==> config.mk <==
export PLATFORM = sky130hd
export DESIGN_NAME = cbod_ctrl
export DESIGN_NICKNAME = d
export VERILOG_FILES = /design/src/rtl/cbod_pkg.sv /design/src/rtl/cbod_ctrl.sv
export SDC_FILE = /design/constraint.sdc
export NUM_CORES = 1
export LEC_CHECK = 0
export ABC_AREA = 1
export BUFFER_PORTS_ARGS = -buffer_cell sky130_fd_sc_hd__buf_2
export CAP_MARGIN = 0
export CORE_AREA = 3 3 40 42
export DETAILED_ROUTE_END_ITERATION = 12
export DIE_AREA = 0 0 43 45
export MAX_ROUTING_LAYER = met4
export PLACE_DENSITY = 0.67
export SYNTH_ARGS = -nofsm -noshare
export SYNTH_HDL_FRONTEND = slang
export SYNTH_SLANG_ARGS = --single-unit
==> constraint.sdc <==
create_clock -name clock -period 2 [get_ports clock]
set_input_delay 0.1 -clock clock [delete_from_list [all_inputs] [get_ports clock]]
set_output_delay 0.1 -clock clock [all_outputs]
set_load 0.02 [all_outputs]
==> src/rtl/cbod_pkg.sv <==
// ----------------------------------------------------------------------------
// cbod_pkg
// Types and constants shared by the byte-order detector controller, datapath,
// top level and checker.
// ----------------------------------------------------------------------------
package cbod_pkg;

   // Field widths fixed by the frame format, and the vote total width
   localparam int unsigned IDENT_W = 29;
   localparam int unsigned WORD_W = 16;
   localparam int unsigned TOTAL_W = 24;

   // Result status codes
   localparam logic [2:0] STATUS_IGNORED = 3'd0;
   localparam logic [2:0] STATUS_FIRST = 3'd1;
   localparam logic [2:0] STATUS_COMPARED = 3'd2;
   localparam logic [2:0] STATUS_FULL = 3'd3;
   localparam logic [2:0] STATUS_CLEARED = 3'd4;

   // Vote and order codes share one encoding
   localparam logic [1:0] ORDER_NONE = 2'd0;
   localparam logic [1:0] ORDER_LITTLE = 2'd1;
   localparam logic [1:0] ORDER_BIG = 2'd2;

   // Request function codes
   localparam logic FUNC_OBSERVE = 1'b0;
   localparam logic FUNC_CLEAR = 1'b1;

   // Control register indexes
   localparam logic CSR_AUTO_DETECT = 1'b0;
   localparam logic CSR_LEAD_THRESHOLD = 1'b1;

   // Register reset values and frame rules
   localparam logic AUTO_DETECT_RESET = 1'b1;
   localparam logic [7:0] LEAD_THRESHOLD_RESET = 8'd12;
   localparam logic [3:0] MIN_LENGTH = 4'd2;
   localparam logic [TOTAL_W-1:0] TOTAL_MAX = {TOTAL_W{1'b1}};

   typedef struct packed {
      logic                func;
      logic [IDENT_W-1:0]  can_id;
      logic                is_remote;
      logic [3:0]          length_code;
      logic [7:0]          first_byte;
      logic [7:0]          second_byte;
   } req_type;

   typedef struct packed {
      logic [2:0] status;
      logic [1:0] vote;
      logic [1:0] detected_order;
      logic       newly_detected;
   } rsp_type;

   // One table entry: identifier and last word, byte 0 in the upper half
   typedef struct packed {
      logic [IDENT_W-1:0] ident;
      logic [WORD_W-1:0]  word;
   } entry_type;

   // Controller to datapath
   typedef struct packed {
      logic       capture;
      logic       clear;
      logic       scan_init;
      logic       scan_step;
      logic       take_hit;
      logic       claim;
      logic       diff;
      logic       vote;
      logic       decide;
      logic       respond;
      logic [2:0] status;
   } cmd_type;

   // Datapath to controller
   typedef struct packed {
      logic is_clear;
      logic ignore;
      logic hit;
      logic scan_done;
      logic full;
   } stat_type;

endpackage

==> src/rtl/cbod_ctrl.sv <==
// ----------------------------------------------------------------------------
// cbod_ctrl
// Sequencer: dispatches each transaction, walks the table for observed frames,
// compares and votes on a match, decides unless full, and issues the result.
// ----------------------------------------------------------------------------
module cbod_ctrl import cbod_pkg::*; (
   input  logic     clock,
   input  logic     reset,
   input  logic     start,
   output logic     busy,
   input  stat_type stat,
   output cmd_type  cmd
);

   typedef enum logic [5:0] {
      ST_IDLE     = 6'b000001,
      ST_DISPATCH = 6'b000010,
      ST_SCAN     = 6'b000100,
      ST_DIFF     = 6'b001000,
      ST_VOTE     = 6'b010000,
      ST_DECIDE   = 6'b100000
   } state_type;

   state_type state_ff, state_in;
   logic      matched_ff, matched_in;

   // Next state and commands
   always_comb begin
      state_in = state_ff;
      matched_in = matched_ff;
      cmd = '0;
      cmd.status = STATUS_IGNORED;
      unique case (state_ff)
         ST_IDLE: begin
            if (start) begin
               cmd.capture = 1'b1;
               state_in = ST_DISPATCH;
            end
         end
         ST_DISPATCH: begin
            if (stat.is_clear) begin
               cmd.clear = 1'b1;
               cmd.respond = 1'b1;
               cmd.status = STATUS_CLEARED;
               state_in = ST_IDLE;
            end else if (stat.ignore) begin
               cmd.respond = 1'b1;
               cmd.status = STATUS_IGNORED;
               state_in = ST_IDLE;
            end else begin
               cmd.scan_init = 1'b1;
               matched_in = 1'b0;
               state_in = ST_SCAN;
            end
         end
         ST_SCAN: begin
            cmd.scan_step = 1'b1;
            if (stat.hit) begin
               cmd.take_hit = 1'b1;
               matched_in = 1'b1;
               state_in = ST_DIFF;
            end else if (stat.scan_done) begin
               if (stat.full) begin
                  cmd.respond = 1'b1;
                  cmd.status = STATUS_FULL;
                  state_in = ST_IDLE;
               end else begin
                  cmd.claim = 1'b1;
                  state_in = ST_DECIDE;
               end
            end
         end
         ST_DIFF: begin
            cmd.diff = 1'b1;
            state_in = ST_VOTE;
         end
         ST_VOTE: begin
            cmd.vote = 1'b1;
            state_in = ST_DECIDE;
         end
         ST_DECIDE: begin
            cmd.decide = 1'b1;
            cmd.respond = 1'b1;
            cmd.status = matched_ff ? STATUS_COMPARED : STATUS_FIRST;
            state_in = ST_IDLE;
         end
         default: begin
            state_in = ST_IDLE;
         end
      endcase
   end

   // State registers
   always_ff @(posedge clock) begin
      if (reset) begin
         state_ff <= ST_IDLE;
         matched_ff <= 1'b0;
      end else begin
         state_ff <= state_in;
         matched_ff <= matched_in;
      end
   end

   assign busy = (state_ff != ST_IDLE);

endmodule

==> out/results.ini, run 1 <==
[worst_setup_path]
reg2regPathDepth = 8
r2r_slack_ps = 820
crit_path_max_fanout = 5
start_kind = register
crit_arrival_ps = 1450
cp_slowest_stage_delay_ps = 340
crit_chain = nor2_4, nand3_4, nor2_1, nand2_1, o21ai_0, buf_2
path_buf_inv = 1
critPathTopFamily = simple AND/OR/NAND/NOR gates
critPathKind = reg2out
cp_slowest_cell = dfxtp_1
worstReg2RegEnd = state_ff[0]
rr_startpoint = state_ff[5]
end_kind = primary output
required_ps = 1900

[yosys]
synth_fp_nets = 85
synth.largest_area_cell = dfxtp_1
async_reset_ff_frac = 0
netlist_top_cells_area = dfxtp_1 (27%), inv_1 (12%), nor2_1 (10%)
synth_cell_type_count = 19
synth_top_area_frac = 0.2712
yosys_warnings = 0
synth-edff-count = 0
ys_ff_latch = 7
syn_area_per_cell_um2 = 6.711
ys.flop_type = dfxtp_1
syn_area_um2 = 516.7
ys_seq_area_frac = 0.2712
syn_inst = 77

[detailed_routing]
wl_per_cell_um = 9.591
drt_iter0_markers = 12
vias = 516
drt_drc_violations_left = 0
ant_nets = 0
via_per_inst = 4.487
drtPass1Iterations = 4
drt_wl_total_um = 1103

[floorplan]
num_rows = 13
ioPinCount = 22
dieHeight_um = 45
fp.dieArea_mm2 = 0.001935
core_area_mm2 = 0.001285
start_util = 0.4021
die_x_um = 43

[pwr]
swShare = 0.2985
comb_power_share = 0.196
ir_drop_uv = 287.8
p_leak_nw = 0.3684
p_per_area_mw_per_mm2 = 532.8
seq_power_share = 0.427
net-switching-power_uw = 103.7
pwr-share-clk = 0.377
p_int_uw = 243.7

[timing]
final.min_clock_period_ps = 1545
setup_viol = 0
final.setup.tns_ps = 0
max_slew.worst_pin.slew_ps = 234.3
fin_crit_sh = 0.7727
hold_viol = 0
slew_violations = 0
hold-worst-slack_ps = 104.2
worst_slack_ps = 454.7
fin_skew_ps = 2.318
max_freq_ghz = 0.6471
rsz0062_at_grt = false
relSlewSlack = 0.8432

[grt]
grt_pass1_wl_um = 1869
track_usage = 0.1375
overflow = 0
grt_start_max_net_pins = 8
grt_antenna_before_repair = 0
grt_pass1_vias = 467

[clock_tree]
cts-resized-gates = 0
cts_tree = built
cts_root_buf = clkbuf_4
cts-buffers-inserted = 3
clk_pin_slew_worst_paths_ps = 50
h-tree-depth = 1
clock_sinks = 7
clkLatencyLatePin_ps = 260
cts_hold_buf = 0
clockBufferDepth = 2
post-cts-setup-buffer-count = 0

[place]
hpwl_um = 926.1
gp_congestion = 0.8215
placed_cells = 111
port_buffers = 21
place_ws_ps = 734.9

[outcome]
status = finished clean

[hold_path]
hp-start = reset
hold_end = matched_ff
whs_path_depth = 2
min_path_type = in2reg

[finish]
final_nets = 109
drive_gt1_frac = 0.4000
syn_to_final_growth_pct = 26.15
layout.cells.non_filler = 115
diodes = 0

[job]
drv_cap = 0

==> how the worst max path moves through the flow <==
stage	start	endpoint	slack [ps]	cells past startpoint
after CTS	state_ff[5]	cmd[0]	450	6
after global placement	state_ff[5]	cmd[0]	780	6
final	state_ff[5]	cmd[0]	450	6
after global routing	state_ff[0]	cmd[0]	290	6
after floorplan	state_ff[0]	cmd[7]	690	5
after detailed placement	state_ff[5]	cmd[0]	730	6
==> synth_stat cells, types with 2 or more instances <==
cell type and count:
buf_4 2, dfxtp_1 7, inv_1 16, inv_2 2
nand2_1 8, nand3_1 7, nand3_4 2, nand4_1 2
nor2_1 14, nor2_2 3, nor2_4 4, nor3_1 2
o21ai_0 2
==> per-layer routing <==
metal | share of wire | vias up | GRT usage
li1 | - | 277 | -
met1 | 0.40 | 218 | 0.1380
met2 | 0.50 | 19 | 0.2305
met5 | 0 | - | -
met3 | 0.082 | 2 | 0.05578
met4 | 0.014 | 0 | 0.07229
==> sequential cells by signal, indices dropped and copies added, names as in the netlist <==
register    count
state_ff        6
matched_ff      1
==> layout by cell type, fill, tap and decap left out <==
cell	n
buf_2	21
a21oi_1	1
nand3_1	7
clkbuf_1	1
nand2_1	8
clkinv_2	1
clkbuf_4	3
nor3_2	1
dfxtp_1	7
o21ai_0	2
nand2_2	1
nand3_4	2
a21oi_2	1
inv_2	2
nand4_1	2
nor2_2	3
nor3_1	2
inv_1	16
nor2_4	4
nor2_1	14
nand3_2	1
==> stage by stage <==
stage / utilization / cell area, um^2 / total power, mW
2_1_floorplan: - / 516.7 / 0.1966
3_3_place_gp: 0.4869 / 625.6 / 0.2191
3_5_place_dp: 0.4869 / 625.6 / 0.2194
4_1_cts: 0.5073 / 651.9 / 0.3543
5_1_grt: 0.5073 / 651.9 / 0.3683
6_report: 0.5073 / 651.9 / 0.3473
==> power by group through the flow <==
stage | clock, mW | sequential [mW] | combinational (mW)
final | 0.131 | 0.148 | 0.0682
after floorplan | 0 | 0.151 | 0.0459
after CTS | 0.138 | 0.148 | 0.0686
after global routing | 0.144 | 0.149 | 0.0756
after detailed placement | 0 | 0.151 | 0.0681
after global placement | 0 | 0.151 | 0.0680
==> worst reg2reg max path: stages, from the launching register on <==
cell and delay (ps):
dfxtp_1 340, nor2_4 220, nand3_4 120, clkinv_2 80
nand3_2 60, nand2_1 100, inv_1 50, nand2_1 60
nand3_1 60
==> area by class of cell <==
cell class | count | area [um^2]
tap | 15 | 18.77
fill | 140 | 633.1
sequential | 7 | 140.1
timing repair buffer | 21 | 105.1
clock buffer | 4 | 26.28
inverter | 19 | 72.57
multi-input combinational | 49 | 289.0
==> logic make-up after synthesis <==
kind of cell    synth area share
simple gates              0.5133
compound gates           0.04600
flops                     0.2712
buf+inv                   0.1695
Note: power is estimated with default switching activity, not from simulation.
==> run 2, diff against run 1 <==
--- a/config.mk
+++ b/config.mk
@@ -5,14 +5,14 @@
 export SDC_FILE = /design/constraint.sdc
 export NUM_CORES = 1
 export LEC_CHECK = 0
-export ABC_AREA = 1
+export ABC_AREA = 0
 export BUFFER_PORTS_ARGS = -buffer_cell sky130_fd_sc_hd__buf_2
 export CAP_MARGIN = 0
 export CORE_AREA = 3 3 40 42
 export DETAILED_ROUTE_END_ITERATION = 12
 export DIE_AREA = 0 0 43 45
 export MAX_ROUTING_LAYER = met4
-export PLACE_DENSITY = 0.67
+export PLACE_DENSITY = 0.66
 export SYNTH_ARGS = -nofsm -noshare
 export SYNTH_HDL_FRONTEND = slang
 export SYNTH_SLANG_ARGS = --single-unit
==> constraint.sdc (replaced) <==
create_clock -name clock -period 1.55 [get_ports clock]
set_input_delay 0.0775 -clock clock [delete_from_list [all_inputs] [get_ports clock]]
set_output_delay 0.0775 -clock clock [all_outputs]
set_load 0.02 [all_outputs]
==> out/results.ini, run 2 <==
[job]
drv_cap = 0  ; unchanged

[yosys]
ys_seq_area_frac = 0.2807  ; +0.009515
yosys-top-cells-count = dfxtp_1 (7), nand2_1 (5), and2_1 (4), inv_1 (4), nor3_1 (4)
synth_fp_nets = 68  ; -20%
syn_inst = 60  ; -22%
ys_ff_latch = 7  ; unchanged
netlist_top_cells_area = dfxtp_1 (28%), and2_1 (5.0%), or4_4 (4.5%)
async_reset_ff_frac = 0  ; unchanged
syn_area_um2 = 499.2  ; -3.4%
synth.largest_area_cell = dfxtp_1
syn_area_per_cell_um2 = 8.320  ; +24%
yosys_warnings = 0  ; unchanged
synth-edff-count = 0  ; unchanged
synth_top_area_frac = 0.2807  ; +0.009515
synth_cell_type_count = 28  ; +9
yosysMostFrequentCell = dfxtp_1
ys.flop_type = dfxtp_1

[worst_setup_path]
crit_path_max_fanout = 4  ; -1
critPathTopFamily = simple AND/OR/NAND/NOR gates
cp_slowest_cell = or4_4
crit_arrival_ps = 1670  ; +220 ps
required_ps = 1470  ; -430 ps
start_kind = register
crit_chain = or4_4, buf_6, nor2_4, and3_1, buf_4
critPathKind = reg2out
path_buf_inv = 2  ; +1
cp_slowest_stage_delay_ps = 550  ; +210 ps
end_kind = primary output

[place]
hpwl_um = 1001  ; +8.1%
port_buffers = 21  ; unchanged
placed_cells = 101  ; -9.0%
placed_cell_area_um2 = 666.9  ; +6.6%
place_ws_ps = 31.98  ; -702.9 ps
gp_congestion = 0.8561  ; +4.2%

[pwr]
net-switching-power_uw = 158.6  ; +53%
pwr-share-clk = 0.326  ; -0.051
p_per_area_mw_per_mm2 = 580.0  ; +8.9%
ir_drop_uv = 470.8  ; +64%
seq_power_share = 0.358  ; -0.069
finalPower_uw = 523.9  ; +51%
swShare = 0.3027  ; +0.004184
comb_power_share = 0.316  ; +0.120
p_leak_nw = 0.4414  ; +20%
p_int_uw = 365.4  ; +50%

[timing]
hold_viol = 0  ; unchanged
rsz0062_at_grt = true
final.min_clock_period_ps = 1749
fin_crit_sh = 1.129
relSlewSlack = 0.7976  ; -0.04565
slew_violations = 0  ; unchanged
final.setup.tns_ps = -1765  ; -1765 ps
max_freq_ghz = 0.5716
worst_slack_ps = -199.4  ; -654.1 ps
setup_viol = 12  ; +12
hold-worst-slack_ps = 127.6  ; +23.46 ps
fin_skew_ps = 2.683  ; +0.3655 ps
max_slew.worst_pin.slew_ps = 301.4  ; +67.08 ps

[finish]
regArea_um2 = 147.6  ; +5.4%
nFillCells = 97  ; -31%
multi_input_area_um2 = 394.1  ; +36%
final_core_util = 0.7030  ; +0.1957
top_regs = state_ff x6, matched_ff x1
final_nets = 108  ; -0.92%
mostFrequentLayoutCells = buf_4 (20), buf_6 (9), buf_2 (8), nand2_1 (5), inv_1 (4)
drive_gt1_frac = 0.6061  ; +0.2061
top_register = state_ff
layout.cells.non_filler = 114  ; -0.87%
syn_to_final_growth_pct = 80.95
diodes = 0  ; unchanged
largest_reg_flops = 6  ; unchanged
stdcell_area_um2 = 903.4  ; +39%
final_common_cell = buf_4

[clock_tree]
cts_root_buf = clkbuf_4
clkLatencyLatePin_ps = 260  ; about the same
h-tree-depth = 1  ; unchanged
clock_sinks = 7  ; unchanged
clk_pin_slew_worst_paths_ps = 50  ; about the same
cts_tree = built
cts-buffers-inserted = 3  ; unchanged
clockBufferDepth = 2  ; unchanged

[detailed_routing]
drt_iter0_markers = 14  ; +2
drt_wl_total_um = 1558  ; +41%
wl_per_cell_um = 13.67  ; +42%
vias = 611  ; +18%
ant_nets = 0  ; unchanged
drt_drc_violations_left = 0  ; unchanged
via_per_inst = 5.360  ; +19%
drtPass1Iterations = 4  ; unchanged

[floorplan]
start_util = 0.3885  ; -0.01363
fp.dieArea_mm2 = 0.001935  ; unchanged
die_x_um = 43  ; unchanged
core_area_mm2 = 0.001285  ; unchanged
dieHeight_um = 45  ; unchanged
num_rows = 13  ; unchanged
ioPinCount = 22  ; unchanged

[grt]
grt_start_max_net_pins = 8  ; unchanged
grt_pass1_vias = 557  ; +19%
overflow = 0  ; unchanged
track_usage = 0.1701  ; +0.03265
grt_antenna_before_repair = 0  ; unchanged
grt_pass1_wl_um = 2435  ; +30%

[hold_path]
min_path_type = in2reg

[outcome]
status = complete, but fails checks
violations = negative setup slack

run 2: cell count changes after synthesis, sizes merged, moves of 3 or more:
cell   delta
and2      +4
and3      +3
nand3     -8
inv      -14
nor2     -17
nor4      +3
nand2     -4
run 2: what timing repair did:
item                                   4_1_cts  5_1_grt
hold buffers                                 1        0
setup buffers                                4        4
cloned                                       0        0
gates resized for setup                     17       21
pin swaps                                    6       13
endpoints found under the hold margin        1        0
setup endpoints to repair                   13       19
run 2: cell families (layout without fill, tap and decap cells):
family | count (synthesis) | in the layout | synth area share
flip-flops | 7 | 7 | 0.2807
XOR/XNOR | 1 | 1 | 0.01755
AO/OA/AOI/OAI | 12 | 12 | 0.1805
AND/OR/NAND/NOR | 33 | 33 | 0.4386
buffers and inverters | 7 | 46 | 0.08269
run 2: final timing paths:
check,slack [ps],startpoint,end,depth (start not counted)
hold reg to reg,570,matched_ff,matched_ff,2
hold / removal,130,start,state_ff[1],2
setup / recovery,-200,state_ff[0],cmd[7],5
setup reg to reg,-180,state_ff[5],state_ff[5],6
run 2: layout make-up:
cell class,instances,share of cell area
tap,15,0.02078
multi-input combinational,46,0.4363
timing repair buffer,38,0.3338
inverter,4,0.01662
clock buffer,4,0.02909
sequential,7,0.1634
run 2: per-layer routing:
metal	part of all wire	track usage	up-vias
met2	0.51	0.2665	17
met3	0.039	0.02789	4
met5	0	-	-
met1	0.44	0.2034	289
li1	-	-	301
met4	0.011	0.1084	0
run 2: power by group through the flow:
stage / sequential, mW / clock (mW) / combinational [mW]
floorplan: 0.194 / 0 / 0.0723
global placement: 0.192 / 0 / 0.113
detailed placement: 0.192 / 0 / 0.113
CTS: 0.189 / 0.176 / 0.130
global route: 0.188 / 0.186 / 0.177
finish: 0.187 / 0.171 / 0.165
run 2: worst reg2reg max path, stage by stage, from the launching register on:
cell and delay [ps]:
dfxtp_1 310, or4_4 560, buf_4 160, buf_6 110
o41ai_4 250, buf_4 170, nor3_1 50
==> run 3, diff against run 2 <==
==> constraint.sdc (replaced) <==
create_clock -name clock -period 2.3 [get_ports clock]
set_input_delay 0.115 -clock clock [delete_from_list [all_inputs] [get_ports clock]]
set_output_delay 0.115 -clock clock [all_outputs]
set_load 0.02 [all_outputs]
==> out/results.ini, run 3 (synthesized netlist as in run 2, its figures left out) <==
[outcome]
status = finished clean

[hold_path]
min_path_type = in2reg

[pwr]
ir_drop_uv = 299.3  ; -36%
p_leak_nw = 0.3264  ; -26%
p_per_area_mw_per_mm2 = 486.9  ; -16%
finalPower_uw = 303.4  ; -42%

[detailed_routing]
highest_layer = met3
ant_nets = 0  ; unchanged
drtPass1Iterations = 4  ; unchanged
via_per_inst = 5.268  ; -1.7%
wl_per_cell_um = 11.23  ; -18%
met1Wirelength_um = 474  ; -30%
wl_met2_um = 546  ; -32%
drt_wl_total_um = 1089  ; -30%
wl_met3_um = 68  ; +13%
drt_drc_violations_left = 0  ; unchanged
vias = 511  ; -16%
drt_iter0_markers = 11  ; -3

[grt]
grt_start_max_net_pins = 9  ; +1
overflow = 0  ; unchanged
grt_antenna_before_repair = 0  ; unchanged
track_usage = 0.1305  ; -0.03963
grt_pass1_wl_um = 1856  ; -24%
grt_pass1_vias = 477  ; -14%

[finish]
stdcell_area_um2 = 623.1  ; -31%
syn_to_final_growth_pct = 24.81
diodes = 0  ; unchanged
largest_reg_flops = 6  ; unchanged
top_regs = state_ff x6, matched_ff x1
top_register = state_ff
final_nets = 91  ; -16%
drive_gt1_frac = 0.3780  ; -0.2280
layout.cells.non_filler = 97  ; -15%
final_common_cell = buf_2
mostFrequentLayoutCells = buf_2 (21), dfxtp_1 (7), nand2_1 (5)

[clock_tree]
cts_hold_buf = 0  ; -1
post-cts-setup-buffer-count = 0  ; -4
cts-resized-gates = 0  ; -17
clkLatencyLatePin_ps = 250  ; about the same
h-tree-depth = 1  ; unchanged
clock_sinks = 7  ; unchanged
cts-buffers-inserted = 3  ; unchanged
cts_tree = built
clk_pin_slew_worst_paths_ps = 60  ; about the same
clockBufferDepth = 2  ; unchanged
cts_root_buf = clkbuf_4

[timing]
hold_viol = 0  ; unchanged
relSlewSlack = 0.6507  ; -0.1468
rsz0062_at_grt = false
final.setup.tns_ps = 0  ; +1765 ps
max_slew.worst_pin.slew_ps = 519.1  ; +217.7 ps
fin_skew_ps = 8.434  ; +5.751 ps
setup_viol = 0  ; -12
final.min_clock_period_ps = 1969
hold-worst-slack_ps = 40.40  ; -87.24 ps
slew_violations = 0  ; unchanged
fin_crit_sh = 0.8560
max_freq_ghz = 0.5079

[floorplan]
start_util = 0.3885  ; unchanged
die_x_um = 43  ; unchanged
ioPinCount = 22  ; unchanged
fp.dieArea_mm2 = 0.001935  ; unchanged
core_area_mm2 = 0.001285  ; unchanged
num_rows = 13  ; unchanged
dieHeight_um = 45  ; unchanged

[job]
drv_cap = 0  ; unchanged

[place]
placed_cell_area_um2 = 596.8  ; -11%
placed_cells = 93  ; -7.9%
gp_congestion = 0.8015  ; -6.4%
port_buffers = 21  ; unchanged
hpwl_um = 903.8  ; -9.7%

[worst_setup_path]
start_kind = register
critPathKind = reg2out
r2r_slack_ps = 680  ; +860 ps
end_kind = primary output
required_ps = 2180  ; +710 ps
crit_arrival_ps = 1850  ; +180 ps
crit_path_max_fanout = 8  ; +4

## run 3: cell types whose count changed in the layout (fill, tap and decap cells not counted), moves of 2 or more
cell	previous run	this run
buf_2	8	21
buf_4	20	0
buf_6	9	0
dfxtp_1	3	7
dfxtp_2	3	0
nor3_1	2	4
nor4_1	0	2
nor4_4	2	0
## run 3: per-layer routing
metal,up-vias,GRT usage
li1,263,-
met2,12,0.2126
met1,236,0.1401
met5,-,-
met4,0,0.04217
met3,0,0.06375
## run 3: worst max-delay path: stages, from the launching register on
cell and delay [ps]:
dfxtp_1 390, or4_4 600, nor3_1 200, nand3_1 140, o21ai_0 80, buf_2 180
## run 3: worst paths after layout
check,startpoint,end,cells after the start
max reg2reg,state_ff[5],state_ff[0],4
min,reset,matched_ff,2
max,state_ff[0],cmd[0],5
min reg2reg,matched_ff,matched_ff,2
## run 3: area by class of cell
type | count | area, um^2
repair buffers | 21 | 105.1
clock buffers | 4 | 26.28
well taps | 15 | 18.77
flip-flops and latches | 7 | 140.1
multi-input cells | 46 | 317.8
inverters | 4 | 15.01
fillers | 135 | 661.9
## run 3: stage by stage
stage                       util  setup WS (ps)
final                     0.4849          331.3
after global routing      0.4849          197.1
after CTS                 0.4849          319.9
after detailed placement  0.4645          599.8
after global placement    0.4645          610.8
after floorplan                -          486.3
## run 3: where the power goes
| part | internal, mW | switching, mW |
|---|---|---|
| clock | 0.0663 | 0.0458 |
| sequential | 0.125 | 0.00773 |
| combinational | 0.0255 | 0.0330 |
| total | 0.217 | 0.0865 |
